### config.mk
export PLATFORM = sky130hd
export DESIGN_NAME = ffdb_ram
export DESIGN_NICKNAME = d
export VERILOG_FILES = /design/src/design/ffdb_ram.sv
export SDC_FILE = /design/constraint.sdc
export NUM_CORES = 1
export LEC_CHECK = 0
export BUFFER_PORTS_ARGS = -buffer_cell sky130_fd_sc_hd__buf_2
export CAP_MARGIN = 5
export CORE_UTILIZATION = 60
export DETAILED_ROUTE_END_ITERATION = 10
export GPL_TIMING_DRIVEN = 0
export PLACE_DENSITY = 0.78
export SYNTH_ARGS = -nofsm -noshare
export SYNTH_HDL_FRONTEND = slang
export SYNTH_SLANG_ARGS = --single-unit
export TNS_END_PERCENT = 20
### constraint.sdc
create_clock -name clk -period 3.7 [get_ports clk]
set_clock_uncertainty 0.05 [all_clocks]
set_input_delay 0.555 -clock clk [delete_from_list [all_inputs] [get_ports clk]]
set_output_delay 0.555 -clock clk [all_outputs]
set_load 0.01 [all_outputs]
### src/design/ffdb_ram.sv
module ffdb_ram #(
  parameter int WIDTH = 8,
  parameter int DEPTH = 16
) (
  input  logic                     clk,
  input  logic                     we,
  input  logic [$clog2(DEPTH)-1:0] addr,
  input  logic [WIDTH-1:0]         wdata,
  output logic [WIDTH-1:0]         rdata
);

  logic [WIDTH-1:0] mem [DEPTH];

  always_ff @(posedge clk) begin
    if (we) begin
      mem[addr] <= wdata;
    end
    rdata <= mem[addr];
  end

endmodule

Yosys cells after proc, flatten, opt, wreduce, memory -nomap -nowiden

Memories as Yosys holds them, arrays and structs flattened. A register that Yosys moved wholly into a read port is not among the register bits.
Cells that the tools add are included.

Mux-type cells: 2

Operator list:

| kind             | number |
|---|---|
| 2-to-1 mux 1 bit | 2 |

Bits in registers: 0
Bits in writable memories: 128
Input bits: 14
Word-level logic and storage cells: 3
Memories: 1

Memories:

| memory | words | bits a word | read ports | clocked after memory_dff | wr ports | line | RTL |
|---|---|---|---|---|---|---|---|
| mem    | 16    | 8           | 1          | 1                        | 1        | 12   | `logic [WIDTH-1:0] mem [DEPTH];` |

Logic depth before layout (Yosys ltp)

Depth in word-level cells: 2
Mapped depth: 5
Mapped depth without buffers: 3

Worst setup path before layout

No wires, ideal clock.

Kind: input -> register
Start point: input addr[2]
End point: memory mem[0][0] (enable)
Library setup time: 0.383 ns
Data arrival time: 1.665 ns
Data required time: 3.267 ns
Setup slack: 1.602 ns
Stages: 2
Buffers on the path: 0
Cells stage by stage: or3b_2 > nor3_1

RTL lines:

| what        | line | RTL |
|---|---|---|
| from (decl) | 7    | `input logic [$clog2(DEPTH)-1:0] addr,` |
| to (decl)   | 12   |  |

Straight into the memory's write port.

Final worst setup path

Start point: input addr[2]
End point: memory mem[0][2] (enable)

Straight into the memory's write port.

==> results.toml <==
[clock_network]
cts_hold_buf = 0
clock_latency_ps = 520
cts_buffers = 17
path_clk_slew_ps = 60
clock-sinks = 136
root_buffer = "clkbuf_8"
post_cts_resized = 0
clock_path_buffers = 2
post_cts_buffers = 0
cts_tree = "built"
cts_max_level = 4

[synthesis]
syn-num-nets = 244
synth-edff-count = 128
yosysTopAreaCell = "edfxtp_1"
synth_most_common_cell = "edfxtp_1"
netlist.area_leader.share_pct = 75.9
yosysSeqAreaShare_pct = 79.0
synth_ff_type = "edfxtp_1"
synth_cell_types = 18
synth_area_leaders = "edfxtp_1 (76%), mux4_2 (14%), dfxtp_1 (3.2%), a22oi_1 (2.4%), nor2_1 (0.96%)"
ys_warn_count = 0
avgSynthCellArea_sq_um = 22.0
netlist_top_cells_count = "edfxtp_1 (128), mux4_2 (32), a22oi_1 (16)"
async_flop_share_pct = 0
synthesis.area_sq_um = 5070
syn_inst = 230
synth_seq_cells = 136

[worst_setup_path]
r2r_cells = 3
crit_fanout = 8
worstPathRequired_ps = 3780
start_kind = "input pin"
ff2ff_setup_slack_ps = 2250
end_kind = "flip-flop"
timing_worst_setup_path_type = "in2reg"
arrival_ps = 2220

[grt]
grt_pass1_vias = 2464
grt.overflow.total = 0
grt_pass1_wl_mm = 14.9
grt_max_degree = 17
grt_usage_pct = 25.8
antenna_found_initial = 0

[power]
power.share.switching_pct = 21.1
power.switching_uw = 744
clock_power_share_pct = 46.2
p_leak_nw = 1.91
power_frac_comb_pct = 4.7
peakVddDrop_mv = 0.333
power_density_nw_per_um2 = 600
p_seq_share_pct = 49.1
p_int_mw = 2.79

[placed_design]
io_buffers = 19
dp_hpwl_mm = 5.92
dp_slack_ps = 987
dpl.cell_count = 354
gp_congestion = 0.747

[drt]
drt_wl_total_mm = 9.96
wire_per_inst_microns = 25.8
dr.first_iter.drc_count = 332
drt-pass1-iter-count = 6
wl_met2_mm = 4.91
wl_met3_microns = 820
detailroute.via_count = 2485
met1Wirelength_mm = 3.93
highest_layer = "met4"
viasPerCell = 6.44
drc = 0
ant_nets = 0

[hold_path]
holdPathStages = 1
hp-class = "in2reg"

[floorplan]
die_h_microns = 93.9
die_area_sq_um = 8820
io_pins = 22
start_util_pct = 62.0
die_w_microns = 93.9
core-area_sq_um = 8180
rows = 33

[timing]
max_slew_margin_pct = 13.4
period_share_pct = 57.9
tightest_slew_ps = 1290
slew_violations = 0
hold_violations = 0
fin_ws_ps = 1560
tns_ps = 0
period_needed_ps = 2140
fmaxAchievable_ghz = 0.467
rsz0062_at_grt = "false"
setup_viol = 0

[layout]
area_growth_pct = 16.0
fill_cells = 479
nNetsFinal = 282
fin_cells = 386
antenna_cells = 0
layout-drive-gt1-share_pct = 31.7

[status]
status = "complete, no violations"

[flow_run]
drv_cap = 0
## logic make-up after synthesis
group | synth area share, %
buffers and inverters | 1.19
and+or+nand+nor | 3.21
AOI/OAI and AO/OA | 2.37
muxes | 14.2
DFF | 79.0
## registers in the layout, indices dropped and copies added (netlist names)
name and flops:
mem 128, rdata 8
## worst max-delay path, cell delays in order
cell,delay [ps]
buf_2,160
or3b_2,510
nor3_1,990
## worst paths after layout
| path | from | end |
|---|---|---|
| setup / recovery | addr[2] | mem[0][2] |
| hold / removal | wdata[3] | mem[5][3] |
| setup reg to reg | mem[2][2] | rdata[2] |
| hold reg to reg | mem[4][7] | rdata[7] |
## metrics by stage
| step | utilization, % | cell area, sq um | power (mW) | hold slack [ps] |
|---|---|---|---|---|
| floorplan | - | 5070 | 1.86 | 585 |
| global placement | 64.8 | 5290 | 1.92 | 627 |
| detailed placement | 64.8 | 5290 | 1.93 | 634 |
| CTS | 71.9 | 5880 | 3.54 | 378 |
| global route | 71.9 | 5880 | 3.61 | 387 |
| finish | 71.9 | 5880 | 3.53 | 391 |
## per-layer routing
metal,GRT usage (%),vias to the layer above
met5,0,-
li1,-,1035
met2,39.5,164
met3,5.91,35
met4,11.5,0
met1,36.2,1251
## cell usage in the layout, fill, tap and decap left out
| cell | netlist | layout |
|---|---|---|
| a22oi_1 | 16 | 16 |
| and2_1 | 1 | 1 |
| buf_1 | 4 | 4 |
| buf_2 | 2 | 21 |
| buf_6 | 2 | 2 |
| bufinv_16 | 0 | 2 |
| clkbuf_1 | 2 | 2 |
| clkbuf_16 | 0 | 16 |
| clkbuf_2 | 1 | 1 |
| clkbuf_8 | 0 | 3 |
| clkinv_2 | 0 | 1 |
| clkinv_4 | 0 | 2 |
| clkinvlp_4 | 0 | 6 |
| dfxtp_1 | 8 | 8 |
| edfxtp_1 | 128 | 128 |
| inv_6 | 0 | 2 |
| mux4_2 | 32 | 32 |
| nand2_1 | 9 | 9 |
| nand2b_1 | 2 | 2 |
| nand3_1 | 1 | 1 |
| nand3b_1 | 2 | 2 |
| nor2_1 | 13 | 13 |
| nor2b_1 | 2 | 2 |
| nor3_1 | 4 | 4 |
| or3b_2 | 1 | 1 |
## layout make-up
type / count / area, sq um / area share [%]
flip-flops and latches: 136 / 4000 / 68.1
repair buffers: 19 / 95.1 / 1.62
clock buffers: 19 / 442 / 7.51
plain buffers: 11 / 60.1 / 1.02
clock inverters: 13 / 145 / 2.47
well taps: 105 / 131 / 2.23
multi-input cells: 83 / 1000 / 17.1
## power groups by stage
stage / combinational, mW / clock [mW] / sequential (mW)
4_1_cts: 0.167 / 1.64 / 1.73
3_3_place_gp: 0.157 / 0 / 1.76
3_5_place_dp: 0.163 / 0 / 1.76
6_report: 0.167 / 1.63 / 1.73
2_1_floorplan: 0.0887 / 0 / 1.77
5_1_grt: 0.176 / 1.70 / 1.73
Note: power is estimated with default switching activity, not from simulation.
