[config.mk]
export PLATFORM = sky130hd
export DESIGN_NAME = ffdb_alu
export DESIGN_NICKNAME = d
export VERILOG_FILES = /design/src/design/ffdb_pkg.sv /design/src/design/ffdb_alu.sv
export SDC_FILE = /design/constraint.sdc
export NUM_CORES = 1
export LEC_CHECK = 0
export BUFFER_PORTS_ARGS = -buffer_cell sky130_fd_sc_hd__buf_2
export CAP_MARGIN = 40
export CORE_MARGIN = 10
export CORE_UTILIZATION = 45
export DETAILED_ROUTE_END_ITERATION = 6
export PLACE_DENSITY_LB_ADDON = 0.05
export SLEW_MARGIN = 20
export SYNTH_ARGS = -nofsm -noshare
export SYNTH_HDL_FRONTEND = slang
export SYNTH_SLANG_ARGS = --single-unit
export TNS_END_PERCENT = 100
[constraint.sdc]
create_clock -name vclk -period 5.9
set_clock_uncertainty 0.05 [all_clocks]
set_input_delay 1.18 -clock vclk [all_inputs]
set_output_delay 1.18 -clock vclk [all_outputs]
set_load 0.1 [all_outputs]
[src/design/ffdb_pkg.sv]
package ffdb_pkg;

  // Field geometry.
  localparam int SIDE  = 128;
  localparam int DEPTH = SIDE * SIDE;
  localparam int CW    = $clog2(SIDE);
  localparam int AW    = $clog2(DEPTH);

  // Item and arithmetic widths.
  localparam int PIX_W   = 8;
  localparam int IN_CW   = 7;
  localparam int KIND_W  = 2;
  localparam int SUM_W   = 11;
  localparam int PROD_W  = 2 * SUM_W;

  // Division by six of a sum of at most 1530: multiply by ceil(2^13 / 6),
  // then shift right by 13. The error stays below one sixth of a unit.
  localparam int RECIP_SH = 13;
  localparam logic [SUM_W-1:0] RECIP = SUM_W'(((1 << RECIP_SH) + 5) / 6);

  // Item kinds.
  localparam logic [KIND_W-1:0] KIND_WRITE = 2'd0;
  localparam logic [KIND_W-1:0] KIND_READ  = 2'd1;
  localparam logic [KIND_W-1:0] KIND_DECAY = 2'd2;
  localparam logic [KIND_W-1:0] KIND_NONE  = 2'd3;

  // Shared adder operations.
  localparam logic ALU_ADD = 1'b0;
  localparam logic ALU_SUB = 1'b1;

  typedef logic [PIX_W-1:0] pix_t;
  typedef logic [CW-1:0]    coord_t;
  typedef logic [AW-1:0]    addr_t;
  typedef logic [SUM_W-1:0] sum_t;

  typedef struct packed {
    logic op;
    sum_t a;
    sum_t b;
  } alu_in_t;

  typedef struct packed {
    logic borrow;
    sum_t res;
  } alu_out_t;

  // Reduces an input coordinate modulo SIDE by restoring compare-subtract.
  function automatic coord_t reduce_coord(input logic [IN_CW-1:0] x);
    logic [IN_CW:0] t;
    t = {1'b0, x};
    for (int k = IN_CW - 1; k >= 0; k--) begin
      if (32'(t) >= (SIDE << k)) begin
        t = t - (IN_CW+1)'(SIDE << k);
      end
    end
    return coord_t'(t);
  endfunction

  function automatic addr_t cell_addr(input coord_t r, input coord_t c);
    return addr_t'(r) * addr_t'(SIDE) + addr_t'(c);
  endfunction

  function automatic coord_t coord_next(input coord_t x);
    return (x == coord_t'(SIDE - 1)) ? '0 : coord_t'(x + 1'b1);
  endfunction

  function automatic coord_t coord_prev(input coord_t x);
    return (x == '0) ? coord_t'(SIDE - 1) : coord_t'(x - 1'b1);
  endfunction

endpackage

[src/design/ffdb_alu.sv]
module ffdb_alu (
  input  ffdb_pkg::alu_in_t  alu_in,
  output ffdb_pkg::alu_out_t alu_out
);
  import ffdb_pkg::*;

  logic [SUM_W:0] full;

  // One adder serves both the blur sum and the decay subtraction; the top bit
  // is the borrow of a subtraction.
  always_comb begin
    if (alu_in.op == ALU_SUB) begin
      full = {1'b0, alu_in.a} - {1'b0, alu_in.b};
    end else begin
      full = {1'b0, alu_in.a} + {1'b0, alu_in.b};
    end
    alu_out.borrow = full[SUM_W];
    alu_out.res    = full[SUM_W-1:0];
  end

endmodule

Word level (Yosys, flattened, before mapping). Cells that the tools add are included.

$add $sub $neg: 2. Mux-type cells: 1.

Operator list (count): 11-bit by 11-bit adder with 12-bit output (1); 12-bit two-way mux (1); 11-bit by 11-bit subtractor with 12-bit output (1).

Bits in registers: 0. Input port bits: 23. Output and inout port bits: 12.

Longest topological paths before layout.
Depth after elaboration: 2. Depth in mapped cells: 12.

Worst setup path after synthesis. OpenSTA, ideal clock, no wires.

Kind: in2out. From: in alu_in[0] (netlist name). To: out alu_out[11] (netlist name). Arrival: 4.622 ns. Data required time: 4.670 ns. Path slack: 0.048 ns. Cell stages on the path: 12. Path buffers: 0. Path through: inv_1 > ha_1 > nand2b_1 > nor4_1 > nor2_1 > xnor2_1 > ha_1 > a2111oi_0 > a21oi_1 > o21ai_0 > o21ai_0 > xnor2_1.

RTL lines: from (decl) (RTL line ffdb_alu.sv:2) `input ffdb_pkg::alu_in_t alu_in,`; to (decl) (RTL line ffdb_alu.sv:3) `output ffdb_pkg::alu_out_t alu_out`.

==> impl_metrics.yaml <==
run_status:
  status: "finished clean"
yosys:
  synth_cells: 101
  synth.most_common_cell: "nor2_1"
  synth_top_area_share: 0.214
  ys_types: 30
  yosysTopAreaCell: "ha_1"
  yosysSeqAreaShare: 0
  ys_top_cells_by_count: "nor2_1, xnor2_1, ha_1"
  synthTopCellsByArea: "ha_1, xnor2_1, nor2_1"
  synth_fp_nets: 137
  synthesis.area_sq_um: 703
  yosysWarnings: 0
  syn_avg_cell_area_sq_um: 6.96
sta:
  final_max_slew_viol_count: 0
  slew_headroom: 0.675
  fmaxAchievable_ghz: 0.190
  final_hold_viol_count: 0
  fin_tns_setup_ns: 0
  setup_viol_count_final: 0
  worst_slew_pin_slew_ns: 0.492
  rsz0062_at_grt: "false"
  fin_hold_ws_ns: 2.84
  final.min_clock_period_ns: 5.27
  period_share: 0.893
routing:
  drt_iter0_drc: 8
  drt_wl_total_um: 1900
  vias: 807
  wl_per_cell_um: 12.6
  drt_first_pass_iters: 4
  drt_drc_violations_left: 0
  via_per_inst: 5.34
  antenna_left: 0
final_layout:
  nNetsFinal: 173
  nClkBuffers: 0
  final_cell_area_sq_um: 895
  ff_latch_area_sq_um: 0
  areaGrowthSynthToFinish_pct: 27.2
  nFillCells: 152
  seq_cells: 0
  drive_gt1_frac: 0.281
  num_antenna_cells: 0
  fin_cells: 151
pwr:
  p_leak_nw: 0.436
  powerDensity_nw_per_um2: 342
  vdd_drop_max_mv: 0.142
place:
  place_area_sq_um: 895
  portBuffers: 35
  gp_congestion: 0.944
  dpl.cell_count: 151
  dp_hpwl_um: 1750
die:
  initial_core_util: 0.472
  die_area_sq_um: 3540
  io_pins: 35
  die_h_um: 59.5
  fp.coreArea_sq_um: 1490
  fp.dieW_um: 59.5
  rows: 14
setup_path:
  cp_top_family: "simple AND/OR/NAND/NOR gates"
  end_kind: "output pin"
  setup.worst_path.class: "input pin to output pin"
  path_max_fanout: 6
  slowest_stage: "or4_1"
  cp.arrival_ns: 4.04
  crit_chain: "buf_2, inv_1, ha_1, nand2b_1, nor4_1, a21oi_1, xnor2_1, ha_1, nand4_1, nor3_1, or4_1, a21oi_2, xnor2_1, buf_2"
  start_kind: "input pin"
  path_buf_inv: 3
  slowest_delay_ns: 0.54
  cp_data_required_time_ns: 4.67
global_route:
  overflow: 0
  grt_pass1_vias: 807
  grt_usage: 0.104
  grt_pass1_wl_um: 3210
  grt_max_degree: 12
  antenna_found_initial: 0
job:
  max_cap_violations: 0
cts:
  cts_hold_buffers: 0
  cts_resized: 0
  cts_setup_buffers: 0
hold_path:
  hold_path.class: "input pin to output pin"
[cells by family after synthesis]
| kind of cell | Yosys count | synth area share |
|---|---|---|
| AND/OR/NAND/NOR | 35 | 0.233 |
| adder cells (fa/ha/maj) | 13 | 0.242 |
| multiplexers | 1 | 0.0142 |
| AO/OA/AOI/OAI | 27 | 0.256 |
| buffers and inverters | 8 | 0.0427 |
| XOR/XNOR | 17 | 0.212 |
[metal layers]
layer,share of wire,routed length (um),vias up,GRT usage
met5,0,0,-,0
met2,0.49,929,19,0.199
met1,0.48,908,353,0.126
met4,0,0,0,0.00321
li1,-,-,435,-
met3,0.031,59,0,0.00644
[placed cells by master, fill, tap and decap left out]
cell type / n
buf_2: 35
nor2_1: 18
xnor2_1: 13
ha_1: 12
a21oi_1: 8
inv_1: 7
o21ai_0: 6
xor2_1: 4
nor4_1: 3
nor3_1: 3
nand2_1: 3
nor2b_1: 2
o21a_1: 2
nand4_1: 2
a21o_1: 2
nand2b_1: 1
nand3b_1: 1
mux2i_1: 1
o31a_1: 1
nand3_1: 1
a2111oi_0: 1
a211oi_2: 1
o22ai_1: 1
or4_1: 1
a21oi_2: 1
o21bai_1: 1
o41a_1: 1
a21o_2: 1
a211oi_1: 1
fa_1: 1
[where the power goes]
part	internal, W	switching [W]
Combinational	0.0000643	0.000241
Sequential	0	0
Clock	0	0
Total	0.0000643	0.000241
[metrics by stage]
stage	setup slack, ns	power (W)	utilization
after floorplan	0.0482	0.000261	-
after global placement	0.648	0.000305	0.601
after detailed placement	0.597	0.000308	0.601
after CTS	0.604	0.000308	0.601
after global routing	0.284	0.000323	0.601
final	0.633	0.000306	0.601
[worst min-delay path: stages]
cell	delay [ns]
buf_2	0.10
ha_1	0.12
inv_1	0.03
buf_2	0.28
[final timing paths]
check,slack [ns],endpoint,startpoint,depth (start not counted)
setup / recovery,0.63,alu_out[10],alu_in[0],14
hold / removal,2.84,alu_out[0],alu_in[0],4
[layout make-up]
class,instances,area (sq um),area share
Inverter,7,26.3,0.0294
Multi-Input combinational cell,93,673,0.752
Tap cell,16,20.0,0.0224
Timing Repair Buffer,35,175,0.196
Power figures use the tool's default switching activity.
